File: src/hw/rtl/stream_find_replace_unit_macros.svh
// Assertion macros shared by the stream find-and-replace unit.
// Included by the top level; needs nothing else.
`ifndef STREAM_FIND_REPLACE_UNIT_MACROS_SVH
`define STREAM_FIND_REPLACE_UNIT_MACROS_SVH

// Same-cycle implication, checked outside reset.
`define SFR_ASSERT_NOW(label, clk, rst_n, ante, cons, msg) \
    label: assert property (@(posedge clk) disable iff (!rst_n) (ante) |-> (cons)) \
        else $error(msg);

// Next-cycle implication, checked outside reset.
`define SFR_ASSERT_NEXT(label, clk, rst_n, ante, cons, msg) \
    label: assert property (@(posedge clk) disable iff (!rst_n) (ante) |=> (cons)) \
        else $error(msg);

`endif

File: src/hw/rtl/sfr_pkg.sv
// Shared types, constants and helper functions of the stream find-and-replace unit.
// Used by every module of the block; depends on nothing.
package sfr_pkg;

    localparam int PATTERN_MAX_DEF = 8;
    localparam int REPL_MAX        = 8;
    localparam int JOB_DEPTH       = 2;
    localparam int COUNT_W         = 16;
    localparam int CFG_INDEX_W     = 3;
    localparam int CFG_DATA_W      = 64;
    localparam int LEN_W           = 4;

    localparam logic [63:0]      PATTERN_BYTES_RST  = 64'h0;
    localparam logic [LEN_W-1:0] PATTERN_LEN_RST    = 4'd1;
    localparam logic [63:0]      REPL_BYTES_RST     = 64'h0;
    localparam logic [LEN_W-1:0] REPL_LEN_RST       = 4'd0;
    localparam logic             FOLD_CASE_RST      = 1'b1;
    localparam logic [COUNT_W-1:0] COUNT_SAT        = 16'hFFFF;

    typedef enum logic [CFG_INDEX_W-1:0] {
        CFG_PATTERN_BYTES = 3'd0,
        CFG_PATTERN_LEN   = 3'd1,
        CFG_REPL_BYTES    = 3'd2,
        CFG_REPL_LEN      = 3'd3,
        CFG_FOLD_CASE     = 3'd4
    } cfg_index_t;

    typedef struct packed {
        logic [7:0] text_char;
        logic       end_of_text;
    } in_item_t;

    typedef struct packed {
        logic [7:0]         out_char;
        logic               char_valid;
        logic               last_result;
        logic [COUNT_W-1:0] match_count;
    } out_item_t;

    // One unit of work for the emitter: up to eight bytes to send in order,
    // whether this closes the text, and the match count to report.
    typedef struct packed {
        logic [REPL_MAX*8-1:0] bytes;
        logic [LEN_W-1:0]      byte_count;
        logic                  fin;
        logic [COUNT_W-1:0]    count;
    } job_t;

    function automatic logic [7:0] fold_char(input logic [7:0] c, input logic en);
        logic [7:0] r;
        r = c;
        if (en && (c >= 8'h41) && (c <= 8'h5A))
        begin
            r = c + 8'h20;
        end
        return r;
    endfunction

endpackage

File: src/hw/rtl/stream_find_replace_unit.sv
// Top level of the streaming find-and-replace unit.
// Uses sfr_pkg, sfr_front, sfr_job_fifo, sfr_back and the assertion macro header.
//
// Usage. Text bytes are pushed on the input queue port (push, full, in_item);
// a request is taken on a clock edge with push high and full low. Rewritten
// bytes come out on the result queue port (out_item, empty, pop); the oldest
// result is shown while empty is low and is taken on an edge with pop high.
// Registers are written through cfg_write, cfg_index and cfg_data; the user
// must write them only while the block is idle, and the block itself has no
// check for it. A write to the pattern length drops held bytes. Into an idle
// block, a request that produces output shows its first result through the
// job queue write and then the result register. The emitter sends one
// result per cycle while the receiver keeps taking them; a request makes at
// most one result for a plain byte and up to eight for a replacement or an
// end-of-text flush. The two-entry job queue lets the front end keep taking
// requests while a long replacement drains. When the receiver stalls, the
// result register holds, the queue fills and full rises. Reset empties the
// queue and result slot, clears the window fill and match count, and loads
// the register defaults.
`include "stream_find_replace_unit_macros.svh"

module stream_find_replace_unit #(
    parameter int PATTERN_MAX = sfr_pkg::PATTERN_MAX_DEF
) (
    input  logic                            clk,
    input  logic                            rst_n,
    input  logic                            cfg_write,
    input  logic [sfr_pkg::CFG_INDEX_W-1:0] cfg_index,
    input  logic [sfr_pkg::CFG_DATA_W-1:0]  cfg_data,
    input  logic                            push,
    output logic                            full,
    input  sfr_pkg::in_item_t               in_item,
    output logic                            empty,
    input  logic                            pop,
    output sfr_pkg::out_item_t              out_item
);

    logic          accept;
    logic          eot_accept;
    logic          job_push;
    sfr_pkg::job_t job_in;
    sfr_pkg::job_t job_head;
    logic          job_head_valid;
    logic          job_pop;
    logic          fifo_full;

    // Input is taken whenever the job queue has room.
    assign full       = fifo_full;
    assign accept     = push && !fifo_full;
    assign eot_accept = accept && in_item.end_of_text;

    sfr_front #(
        .PATTERN_MAX(PATTERN_MAX)
    ) u_front (
        .clk      (clk),
        .rst_n    (rst_n),
        .cfg_write(cfg_write),
        .cfg_index(cfg_index),
        .cfg_data (cfg_data),
        .accept   (accept),
        .in_item  (in_item),
        .job_push (job_push),
        .job      (job_in)
    );

    sfr_job_fifo u_fifo (
        .clk       (clk),
        .rst_n     (rst_n),
        .push      (job_push),
        .push_job  (job_in),
        .full      (fifo_full),
        .pop       (job_pop),
        .head      (job_head),
        .head_valid(job_head_valid)
    );

    sfr_back u_back (
        .clk       (clk),
        .rst_n     (rst_n),
        .head      (job_head),
        .head_valid(job_head_valid),
        .job_pop   (job_pop),
        .out_item  (out_item),
        .empty     (empty),
        .pop       (pop)
    );

    // Every accepted end-of-text request must leave a job so the text gets closed.
    `SFR_ASSERT_NOW(a_end_makes_job, clk, rst_n, eot_accept, job_push, "end without job")

    // The front end only produces jobs for requests that the queue had room for.
    `SFR_ASSERT_NOW(a_push_has_room, clk, rst_n, job_push, !fifo_full, "push into full queue")

    // The emitter only retires a job that is actually queued.
    `SFR_ASSERT_NOW(a_pop_has_job, clk, rst_n, job_pop, job_head_valid, "pop from empty queue")

    // A queued job that is not retired is still there in the next cycle.
    `SFR_ASSERT_NEXT(a_job_stays, clk, rst_n, job_head_valid && !job_pop, job_head_valid, "lost job")

endmodule

File: src/hw/rtl/sfr_front.sv
// Front end: configuration registers, the match window and item classification.
// Uses sfr_pkg; produces jobs for the job queue.
module sfr_front #(
    parameter int PATTERN_MAX = sfr_pkg::PATTERN_MAX_DEF
) (
    input  logic                               clk,
    input  logic                               rst_n,
    input  logic                               cfg_write,
    input  logic [sfr_pkg::CFG_INDEX_W-1:0]    cfg_index,
    input  logic [sfr_pkg::CFG_DATA_W-1:0]     cfg_data,
    input  logic                               accept,
    input  sfr_pkg::in_item_t                  in_item,
    output logic                               job_push,
    output sfr_pkg::job_t                      job
);

    localparam int FILL_W = $clog2(PATTERN_MAX + 1);
    localparam int WIN_W  = PATTERN_MAX * 8;

    logic [63:0]               pattern_reg;
    logic [sfr_pkg::LEN_W-1:0] pattern_len_reg;
    logic [63:0]               repl_reg;
    logic [sfr_pkg::LEN_W-1:0] repl_len_reg;
    logic                      fold_reg;

    logic [WIN_W-1:0]            window_reg, window_next;
    logic [FILL_W-1:0]           fill_reg, fill_next;
    logic [sfr_pkg::COUNT_W-1:0] match_reg, match_next;

    logic [sfr_pkg::LEN_W-1:0] plen4;
    logic [sfr_pkg::LEN_W-1:0] rlen;
    logic [FILL_W-1:0]         plen;
    logic [FILL_W-1:0]         fill_cur;
    logic [FILL_W-1:0]         fill_add;
    logic [WIN_W-1:0]          win_ins;
    logic                      win_full;
    logic                      hit;
    logic [sfr_pkg::COUNT_W-1:0] count_upd;

    always_comb
    begin
        if (pattern_len_reg == 4'd0)
        begin
            plen4 = 4'd1;
        end
        else if (pattern_len_reg > sfr_pkg::LEN_W'(PATTERN_MAX))
        begin
            plen4 = sfr_pkg::LEN_W'(PATTERN_MAX);
        end
        else
        begin
            plen4 = pattern_len_reg;
        end
        plen = plen4[FILL_W-1:0];
        rlen = (repl_len_reg > 4'd8) ? 4'd8 : repl_len_reg;
    end

    // Place the new byte after the bytes already held and compare the lanes in use.
    always_comb
    begin
        fill_cur = (fill_reg >= plen) ? '0 : fill_reg;
        fill_add = fill_cur + 1'b1;
        win_full = (fill_add == plen);
        win_ins  = window_reg;
        hit      = win_full;
        for (int i = 0; i < PATTERN_MAX; i++)
        begin
            if (FILL_W'(i) == fill_cur)
            begin
                win_ins[i*8 +: 8] = in_item.text_char;
            end
        end
        for (int i = 0; i < PATTERN_MAX; i++)
        begin
            if ((4'(i) < 4'(plen)) &&
                (sfr_pkg::fold_char(win_ins[i*8 +: 8], fold_reg) !=
                 sfr_pkg::fold_char(pattern_reg[i*8 +: 8], fold_reg)))
            begin
                hit = 1'b0;
            end
        end
        count_upd = (hit && (match_reg != sfr_pkg::COUNT_SAT)) ? match_reg + 1'b1 : match_reg;
    end

    always_comb
    begin
        window_next     = window_reg;
        fill_next       = fill_reg;
        match_next      = match_reg;
        job.bytes       = 64'(win_ins);
        job.byte_count  = '0;
        job.fin         = in_item.end_of_text;
        job.count       = count_upd;
        job_push        = 1'b0;
        if (accept)
        begin
            window_next = win_ins;
            if (hit)
            begin
                job.bytes      = repl_reg;
                job.byte_count = rlen;
                fill_next      = '0;
            end
            else if (win_full)
            begin
                if (in_item.end_of_text)
                begin
                    job.byte_count = 4'(plen);
                    fill_next      = '0;
                end
                else
                begin
                    // Emit the oldest byte and slide the window by one.
                    job.byte_count = 4'd1;
                    window_next    = win_ins >> 8;
                    fill_next      = plen - 1'b1;
                end
            end
            else
            begin
                if (in_item.end_of_text)
                begin
                    job.byte_count = 4'(fill_add);
                    fill_next      = '0;
                end
                else
                begin
                    fill_next = fill_add;
                end
            end
            match_next = in_item.end_of_text ? '0 : count_upd;
            job_push   = (job.byte_count != 4'd0) || in_item.end_of_text;
        end
        if (cfg_write && (cfg_index == sfr_pkg::CFG_PATTERN_LEN))
        begin
            fill_next = '0;
        end
    end

    always_ff @(posedge clk or negedge rst_n)
    begin
        if (!rst_n)
        begin
            pattern_reg     <= sfr_pkg::PATTERN_BYTES_RST;
            pattern_len_reg <= sfr_pkg::PATTERN_LEN_RST;
            repl_reg        <= sfr_pkg::REPL_BYTES_RST;
            repl_len_reg    <= sfr_pkg::REPL_LEN_RST;
            fold_reg        <= sfr_pkg::FOLD_CASE_RST;
        end
        else if (cfg_write)
        begin
            case (cfg_index)
                sfr_pkg::CFG_PATTERN_BYTES: pattern_reg     <= cfg_data;
                sfr_pkg::CFG_PATTERN_LEN:   pattern_len_reg <= cfg_data[sfr_pkg::LEN_W-1:0];
                sfr_pkg::CFG_REPL_BYTES:    repl_reg        <= cfg_data;
                sfr_pkg::CFG_REPL_LEN:      repl_len_reg    <= cfg_data[sfr_pkg::LEN_W-1:0];
                sfr_pkg::CFG_FOLD_CASE:     fold_reg        <= cfg_data[0];
                default:                    ;
            endcase
        end
    end

    always_ff @(posedge clk or negedge rst_n)
    begin
        if (!rst_n)
        begin
            fill_reg  <= '0;
            match_reg <= '0;
        end
        else
        begin
            fill_reg  <= fill_next;
            match_reg <= match_next;
        end
    end

    always_ff @(posedge clk)
    begin
        window_reg <= window_next;
    end

endmodule

File: src/hw/rtl/sfr_job_fifo.sv
// Short queue of jobs between the front end and the emitter.
// Uses sfr_pkg for the job type and depth.
module sfr_job_fifo (
    input  logic          clk,
    input  logic          rst_n,
    input  logic          push,
    input  sfr_pkg::job_t push_job,
    output logic          full,
    input  logic          pop,
    output sfr_pkg::job_t head,
    output logic          head_valid
);

    localparam int DEPTH = sfr_pkg::JOB_DEPTH;
    localparam int PTR_W = (DEPTH > 1) ? $clog2(DEPTH) : 1;
    localparam int CNT_W = $clog2(DEPTH + 1);

    sfr_pkg::job_t     mem_reg [DEPTH];
    logic [PTR_W-1:0]  wr_ptr_reg, wr_ptr_next;
    logic [PTR_W-1:0]  rd_ptr_reg, rd_ptr_next;
    logic [CNT_W-1:0]  cnt_reg, cnt_next;
    logic              do_push;
    logic              do_pop;

    assign full       = (cnt_reg == CNT_W'(DEPTH));
    assign head_valid = (cnt_reg != '0);
    assign head       = mem_reg[rd_ptr_reg];
    assign do_push    = push && !full;
    assign do_pop     = pop && head_valid;

    always_comb
    begin
        wr_ptr_next = wr_ptr_reg;
        rd_ptr_next = rd_ptr_reg;
        cnt_next    = cnt_reg;
        if (do_push)
        begin
            wr_ptr_next = (wr_ptr_reg == PTR_W'(DEPTH - 1)) ? '0 : wr_ptr_reg + 1'b1;
        end
        if (do_pop)
        begin
            rd_ptr_next = (rd_ptr_reg == PTR_W'(DEPTH - 1)) ? '0 : rd_ptr_reg + 1'b1;
        end
        if (do_push && !do_pop)
        begin
            cnt_next = cnt_reg + 1'b1;
        end
        else if (do_pop && !do_push)
        begin
            cnt_next = cnt_reg - 1'b1;
        end
    end

    always_ff @(posedge clk or negedge rst_n)
    begin
        if (!rst_n)
        begin
            wr_ptr_reg <= '0;
            rd_ptr_reg <= '0;
            cnt_reg    <= '0;
        end
        else
        begin
            wr_ptr_reg <= wr_ptr_next;
            rd_ptr_reg <= rd_ptr_next;
            cnt_reg    <= cnt_next;
        end
    end

    always_ff @(posedge clk)
    begin
        if (do_push)
        begin
            mem_reg[wr_ptr_reg] <= push_job;
        end
    end

endmodule

File: src/hw/rtl/sfr_back.sv
// Emitter: walks each job one byte per cycle into the registered result slot,
// unless that slot is held. Uses sfr_pkg; takes jobs from the job queue.
module sfr_back (
    input  logic                  clk,
    input  logic                  rst_n,
    input  sfr_pkg::job_t         head,
    input  logic                  head_valid,
    output logic                  job_pop,
    output sfr_pkg::out_item_t    out_item,
    output logic                  empty,
    input  logic                  pop
);

    sfr_pkg::out_item_t out_reg, out_next;
    logic               out_valid_reg, out_valid_next;
    logic [2:0]         idx_reg, idx_next;
    logic               emit;
    logic               at_end;

    assign out_item = out_reg;
    assign empty    = !out_valid_reg;
    assign emit     = head_valid && (!out_valid_reg || pop);
    assign at_end   = ({1'b0, idx_reg} == head.byte_count - 1'b1);

    always_comb
    begin
        out_next             = out_reg;
        out_valid_next       = out_valid_reg && !pop;
        idx_next             = idx_reg;
        job_pop              = 1'b0;
        if (emit)
        begin
            out_valid_next       = 1'b1;
            out_next.match_count = head.count;
            if (head.byte_count == 4'd0)
            begin
                // A text that ends with nothing to send gets a bare end marker.
                out_next.out_char    = 8'h00;
                out_next.char_valid  = 1'b0;
                out_next.last_result = 1'b1;
                job_pop              = 1'b1;
            end
            else
            begin
                out_next.out_char    = head.bytes[{idx_reg, 3'b000} +: 8];
                out_next.char_valid  = 1'b1;
                out_next.last_result = head.fin && at_end;
                if (at_end)
                begin
                    job_pop  = 1'b1;
                    idx_next = '0;
                end
                else
                begin
                    idx_next = idx_reg + 1'b1;
                end
            end
        end
    end

    always_ff @(posedge clk or negedge rst_n)
    begin
        if (!rst_n)
        begin
            out_valid_reg <= 1'b0;
            idx_reg       <= '0;
        end
        else
        begin
            out_valid_reg <= out_valid_next;
            idx_reg       <= idx_next;
        end
    end

    always_ff @(posedge clk)
    begin
        out_reg <= out_next;
    end

endmodule
File: config.mk
export PLATFORM = sky130hd
export DESIGN_NAME = stream_find_replace_unit
export DESIGN_NICKNAME = d
export VERILOG_FILES = /design/src/hw/rtl/sfr_pkg.sv /design/src/hw/rtl/stream_find_replace_unit.sv /design/src/hw/rtl/sfr_front.sv /design/src/hw/rtl/sfr_job_fifo.sv /design/src/hw/rtl/sfr_back.sv
export VERILOG_INCLUDE_DIRS = /design/src /design/src/hw/rtl
export SDC_FILE = /design/constraint.sdc
export NUM_CORES = 1
export LEC_CHECK = 0
export BUFFER_PORTS_ARGS = -buffer_cell sky130_fd_sc_hd__buf_2
export CAP_MARGIN = 20
export CORE_MARGIN = 3
export CORE_UTILIZATION = 35
export DETAILED_ROUTE_END_ITERATION = 7
export PLACE_DENSITY_LB_ADDON = 0.05
export SLEW_MARGIN = 20
export SYNTH_ARGS = -nofsm -noshare
export SYNTH_HDL_FRONTEND = slang
export SYNTH_SLANG_ARGS = --single-unit
File: constraint.sdc
create_clock -name clk -period 11.3 [get_ports clk]
set_clock_uncertainty 0.15 [all_clocks]
set_input_delay 1.695 -clock clk [delete_from_list [all_inputs] [get_ports clk]]
set_output_delay 1.695 -clock clk [all_outputs]
set_load 0.1 [all_outputs]
==> reports/qor.yml, run 1 <==
status: "completed"
grt_pass1_wl_um: 103000
holdBufCountCts: 0
cp_cell_sequence: "clkinv_1 > o21ai_0 > inv_1 > ha_1 > nor3b_4 > o21a_1 > nand2_1 > ha_1 > nand2_1 > mux2i_1 > inv_1 > ha_1 > nor2_1 > a2111oi_0 > o2111ai_1 > a211oi_1 > o2111ai_1 > nor3_4 > a221oi_1 > and2_4 > buf_4"
cts_htree_levels: 2
synthCells: 1763
cpPeakStageDelay_ns: 0.70
grt_pass1_vias: 14900
grt_overflow: 0
drtAntennaViolNets: 0
seq_area_frac_synth: 0.547
rrSetupSlack_ns: 2.98
synth_seq_cells: 425
tns_ns: 0
remaining_drc_errors: 0
hold_class: "reg2reg"
reg2reg_from: "u_front.pattern_len_reg[3]$_DFFE_PN0P_"
cp_common_cell: "ha_1"
powerDensity_mw_per_mm2: 277
setup_viol: 0
worst-path-max-fanout: 44
slew_violations: 0
fmax_mhz: 120
cts_max_path_buffers: 3
power.total_w: 0.00695
worst_setup_path_start_kind: "flop"
relSlewSlack: 0.298
critPathBufInv: 4
gp_congestion: 0.884
synth_edf_count: 260
required_ns: 11.37
numCtsBuffers: 50
ys_async_sr_fraction: 0.388
dpl.hpwl_um: 50300
crit_type: "reg2reg"
path_clk_slew_ns: 0.06
place_ws_ns: 3.01
postRouteWirelength_um: 70300
yosys.area.top_type: "edfxtp_1"
cts-root-buf: "clkbuf_16"
fin_nets: 1971
diodes: 0
min_from: "u_front.repl_reg[56]$_DFFE_PN0P_"
synth_ff_type: "edfxtp_1"
routed_via_density: 5.51
drtIter0Drc: 1091
core.rowCount: 90
vias: 15000
vdd_drop_max_mv: 0.147
yosysUniqueCellTypes: 90
holdPathStages: 1
r2r_cells: 21
post-synth-top-count-cell: "edfxtp_1"
io_pins: 109
cts_tree: "done"
avgRoutedWirePerCell_um: 25.7
fin_crit_sh: 0.736
initial_core_util: 0.358
synth_fp_nets: 1874
antenna_found_initial: 5
core_mm2: 0.0610
grt_start_max_net_pins: 91
drtPass1Iterations: 5
worstPathArrival_ns: 8.39
rsz0062_at_grt: "no"
clkLatencyLatePin_ns: 0.60
r2r-end: "u_fifo.mem_reg[1][43]$_DFFE_PP_"
cp_top_family: "compound AO/OA/AOI/OAI gates"
yosysTopAreaCellShare: 0.357
cts_setup_buffers: 0
ys_warn_count: 0
die_w_um: 256
leakage_nw: 9.75
avgSynthCellArea_um2: 12.4
crit_path_end_kind: "flop"
groute.usage.overall: 0.212
largest_reg_flops: 170
syn2layout_area_growth_pct: 14.7
die_h_um: 256
place.port_buffers: 108
synth_area_leaders: "edfxtp_1 36%, dfrtp_1 19%, mux2_2 7.1%, mux4_2 4.1%, mux2i_1 3.3%"
cp-startpoint: "u_front.pattern_len_reg[3]$_DFFE_PN0P_"
cts-resized-gates: 0
setup_ws_ns: 2.98
hold_viol: 0
drv_cap: 0
min_period_ns: 8.32
final_layout_size_suffix_gt1_frac: 0.221
syn-cell-area_mm2: 0.0218
postLayoutCoreUtil: 0.411
cp_slowest_cell: "o2111ai_1"
worst_pin_slew_ns: 1.05
min_to: "u_front.repl_reg[56]$_DFFE_PN0P_"
die-area_mm2: 0.0655
clkSinkCount: 425
synth_common_cells: "260 x edfxtp_1, 164 x nand2_1, 163 x dfrtp_1"
-- layout make-up --
class                   count  area (µm²)
clock buffers              74        1460
repair buffers            133         807
multi-input cells        1172        9290
well taps                 828        1040
inverters                  78         293
flip-flops and latches    425       11900
fillers                  5818       36000
clock inverters            20         229
-- stage by stage --
step           instances  hold WS, ns  cell area (µm²)
2_1_floorplan       1763        0.305            21800
3_3_place_gp        2633        0.341            23300
3_5_place_dp        2634        0.345            23300
4_1_cts             2728        0.358            25000
5_1_grt             2730        0.371            25100
6_report            2730        0.352            25100
-- worst reg2reg max path, delay by kind of cell (launching register included) --
family / cells / cell delay [ns]
AOI/OAI and AO/OA: 7 / 2.44
adders and majority gates: 3 / 1.05
buffers and inverters: 4 / 1.30
DFF: 1 / 0.48
muxes: 1 / 0.57
and+or+nand+nor: 6 / 1.93
-- logic make-up (layout without fill, tap and decap cells) --
| family | Yosys count | after routing | synth area share |
|---|---|---|---|
| AO/OA/AOI/OAI | 329 | 329 | 0.105 |
| XOR/XNOR | 89 | 89 | 0.0369 |
| adder cells (fa/ha/maj) | 30 | 30 | 0.0172 |
| buffers and inverters | 166 | 305 | 0.0311 |
| flip-flops | 425 | 425 | 0.547 |
| multiplexers | 280 | 280 | 0.161 |
| AND/OR/NAND/NOR | 444 | 444 | 0.102 |
-- how the worst max path moves through the flow --
stage,endpoint,slack [ns],cells past startpoint
2_1_floorplan,u_fifo.mem_reg[0][0]$_DFFE_PP_,1.82,25
3_3_place_gp,u_fifo.mem_reg[1][79]$_DFFE_PP_,3.24,21
3_5_place_dp,u_fifo.mem_reg[1][71]$_DFFE_PP_,3.01,21
4_1_cts,u_fifo.mem_reg[1][43]$_DFFE_PP_,3.00,21
5_1_grt,u_fifo.mem_reg[1][70]$_DFFE_PP_,2.33,21
6_report,u_fifo.mem_reg[1][43]$_DFFE_PP_,2.98,21
-- per-layer routing --
metal / up-vias / part of all wire / GRT usage
met5: - / 0.00053 / 0
met4: 6 / 0.022 / 0.0488
met3: 94 / 0.065 / 0.0507
met2: 426 / 0.44 / 0.320
met1: 7647 / 0.47 / 0.309
li1: 6863 / - / -
-- layout by cell type (no fill, tap or decap), drive strengths merged, types with 25 or more instances in the layout --
master and count:
edfxtp 260, nand2 165, and2 25, nand3 41, a21oi 63, dfrtp 163, ha 30, mux4 40
nor2 72, mux2i 72, clkbuf 74, inv 76, o21ai 75, xor2 38, buf 133, mux2 168
nor3 28, xnor2 49
-- power by group --
part           leakage (nW)  switching (W)  internal [W]
combinational          4.47        0.00176      0.000953
clock                 0.831       0.000674      0.000989
sequential             4.45       0.000313       0.00225
total                  9.75        0.00275       0.00420
Note: power is estimated with default switching activity, not from simulation.
==> run 2: changes to the inputs <==
==> constraint.sdc (replaced) <==
create_clock -name clk -period 7.1 [get_ports clk]
set_clock_uncertainty 0.15 [all_clocks]
set_input_delay 1.065 -clock clk [delete_from_list [all_inputs] [get_ports clk]]
set_output_delay 1.065 -clock clk [all_outputs]
set_load 0.1 [all_outputs]
==> run 2 against run 1 <==
Compared with the run above:
- critical path type unchanged
- register-to-register slack got worse by 2.5 ns
- core utilization rose by 0.38 points
- clock power rose by 55%
- first-iteration DRC count rose by 14%
- non-clock buffer count rose by 37
- power rose by 60%
- setup slack got worse by 2.5 ns
- highest routed layer is now met4
- flip-flop and latch count did not move
- largest cell class unchanged
- routed wire length rose by 0.77%
- via count barely moved
- cell area rose by 0.93%
- hold slack improved by 0.00096 ns
==> reports/qor.yml, run 2 (synthesis gave the netlist of run 1 again) <==
status: "completed"
tns_ns: 0
antenna_found_initial: 3
cts-resized-gates: 0
fin_nets: 2007
setup_viol: 0
cts_setup_buffers: 0
hold_viol: 0
cp_slowest_cell: "dfrtp_1"
worst_setup_path_start_kind: "flop"
critPathBufInv: 5
cts_max_path_buffers: 3
cts-root-buf: "clkbuf_16"
io_pins: 109
drv_cap: 0
hold_class: "reg2reg"
mostFrequentLayoutCells: "260 x edfxtp_1, 164 x nand2_1, 162 x dfrtp_1, 137 x mux2_2, 107 x buf_2"
fmax_mhz: 152
worstPathArrival_ns: 6.85
busiest_layer: "met2"
gp_congestion: 0.873
core_mm2: 0.0610
relSlewSlack: 0.396
grt_pass1_vias: 15100
post-route-cell-area_mm2: 0.0253
final_layout_size_suffix_gt1_frac: 0.234
die_w_um: 256
grt_overflow: 0
leakage_nw: 9.89
drtIter0Drc: 1242
place_ws_ns: 0.303
clkSinkCount: 425
core.rowCount: 90
remaining_drc_errors: 0
die_h_um: 256
crit_type: "reg2reg"
grt_use_met1: 0.307
drtAntennaViolNets: 0
grt_start_max_net_pins: 79
final_cells: 2767
path_clk_slew_ns: 0.06
slew_violations: 0
initial_core_util: 0.358
drtPass1Iterations: 5
avgRoutedWirePerCell_um: 25.6
cpPeakStageDelay_ns: 0.49
vias: 15000
die-area_mm2: 0.0655
place.port_buffers: 108
dpl.hpwl_um: 51600
setup_ws_ns: 0.506
cts_htree_levels: 2
min_period_ns: 6.59
postRouteWirelength_um: 70800
numCtsBuffers: 49
met3_usage: 0.0479
nFillCells: 5801
cp_top_family: "compound AO/OA/AOI/OAI gates"
cp_cell_sequence: "clkinv_1 > nand2_1 > ha_1 > o211ai_2 > o21a_1 > nand2_1 > ha_1 > buf_4 > nand2_1 > mux2_2 > ha_1 > a2111oi_0 > a221oi_1 > xor2_1 > a31oi_1 > nor4_1 > o2111ai_1 > buf_4 > o31ai_4 > buf_12 > buf_4 > mux2_2 > o221ai_1"
required_ns: 7.36
routed_via_density: 5.44
rsz0062_at_grt: "no"
layout_commonest_cell: "edfxtp_1"
worst_pin_slew_ns: 0.906
dpl_cell_area_mm2: 0.0236
groute.usage.overall: 0.213
holdBufCountCts: 0
largest_reg_flops: 170
cts_tree: "done"
worst-path-max-fanout: 24
vdd_drop_max_mv: 0.215
crit_path_end_kind: "flop"
clkLatencyLatePin_ns: 0.60
syn2layout_area_growth_pct: 15.8
use_met2: 0.329
powerDensity_mw_per_mm2: 438
fin_crit_sh: 0.929
placed_cells: 2673
grt_pass1_wl_um: 104000
-- run 2: changes by cell type in the layout (fill, tap and decap cells not counted), sizes merged --
cell    delta
clkbuf     +7
buf       +37
clkinv     -7
bufinv     -2
diode      +2
-- run 2: per-layer routing --
metal  wire (µm)  vias up
met4        1240        0
met2       32000      395
met5           0        -
met3        4310       77
met1       33300     7637
li1            -     6936
-- run 2: area by class of cell --
class                   instances  area (µm²)  share of cell area
diodes                          2        5.00            0.000198
repair buffers                170        1070              0.0421
multi-input cells            1172        9290               0.367
clock inverters                11         131             0.00519
inverters                      78         293              0.0116
clock buffers                  81        1530              0.0605
flip-flops and latches        425       11900               0.472
well taps                     828        1040              0.0410
-- run 2: where the power goes --
group          internal [W]  leakage (nW)  switching (W)  total (W)
clock network       0.00155         0.811        0.00103    0.00258
registers           0.00359          4.45       0.000499    0.00409
logic               0.00158          4.62        0.00284    0.00442
-- run 2: final timing paths --
check	from	endpoint	slack, ns	cells past startpoint
max	u_front.pattern_len_reg[3]$_DFFE_PN0P_	u_front.window_reg[24]$_DFFE_PP_	0.51	23
min	u_front.repl_reg[18]$_DFFE_PN0P_	u_front.repl_reg[18]$_DFFE_PN0P_	0.35	1
max reg2reg	u_front.pattern_len_reg[3]$_DFFE_PN0P_	u_front.window_reg[24]$_DFFE_PP_	0.51	23
min reg2reg	u_front.repl_reg[18]$_DFFE_PN0P_	u_front.repl_reg[18]$_DFFE_PN0P_	0.35	1
max in group asynchronous	rst_n	u_front.repl_reg[7]$_DFFE_PN0P_	5.17	2
min in group asynchronous	rst_n	u_front.match_reg[6]$_DFFE_PN0P_	0.36	1
-- run 2: through the flow --
stage / hold WS, ns / utilization / power (W)
after floorplan: 0.310 / - / 0.00697
after global placement: 0.337 / 0.387 / 0.00853
after detailed placement: 0.342 / 0.387 / 0.00856
after CTS: 0.356 / 0.414 / 0.0112
after global routing: 0.369 / 0.414 / 0.0117
final: 0.353 / 0.414 / 0.0111
-- run 2: worst register-to-register path: stages (launching register included) --
cell and delay (ns):
dfrtp_1 0.49, clkinv_1 0.18, nand2_1 0.16, ha_1 0.26, o211ai_2 0.41, o21a_1 0.24
nand2_1 0.17, ha_1 0.29, buf_4 0.17, nand2_1 0.08, mux2_2 0.41, ha_1 0.32
a2111oi_0 0.34, a221oi_1 0.11, xor2_1 0.19, a31oi_1 0.09, nor4_1 0.36, o2111ai_1 0.28
buf_4 0.24, o31ai_4 0.32, buf_12 0.23, buf_4 0.28, mux2_2 0.42, o221ai_1 0.22
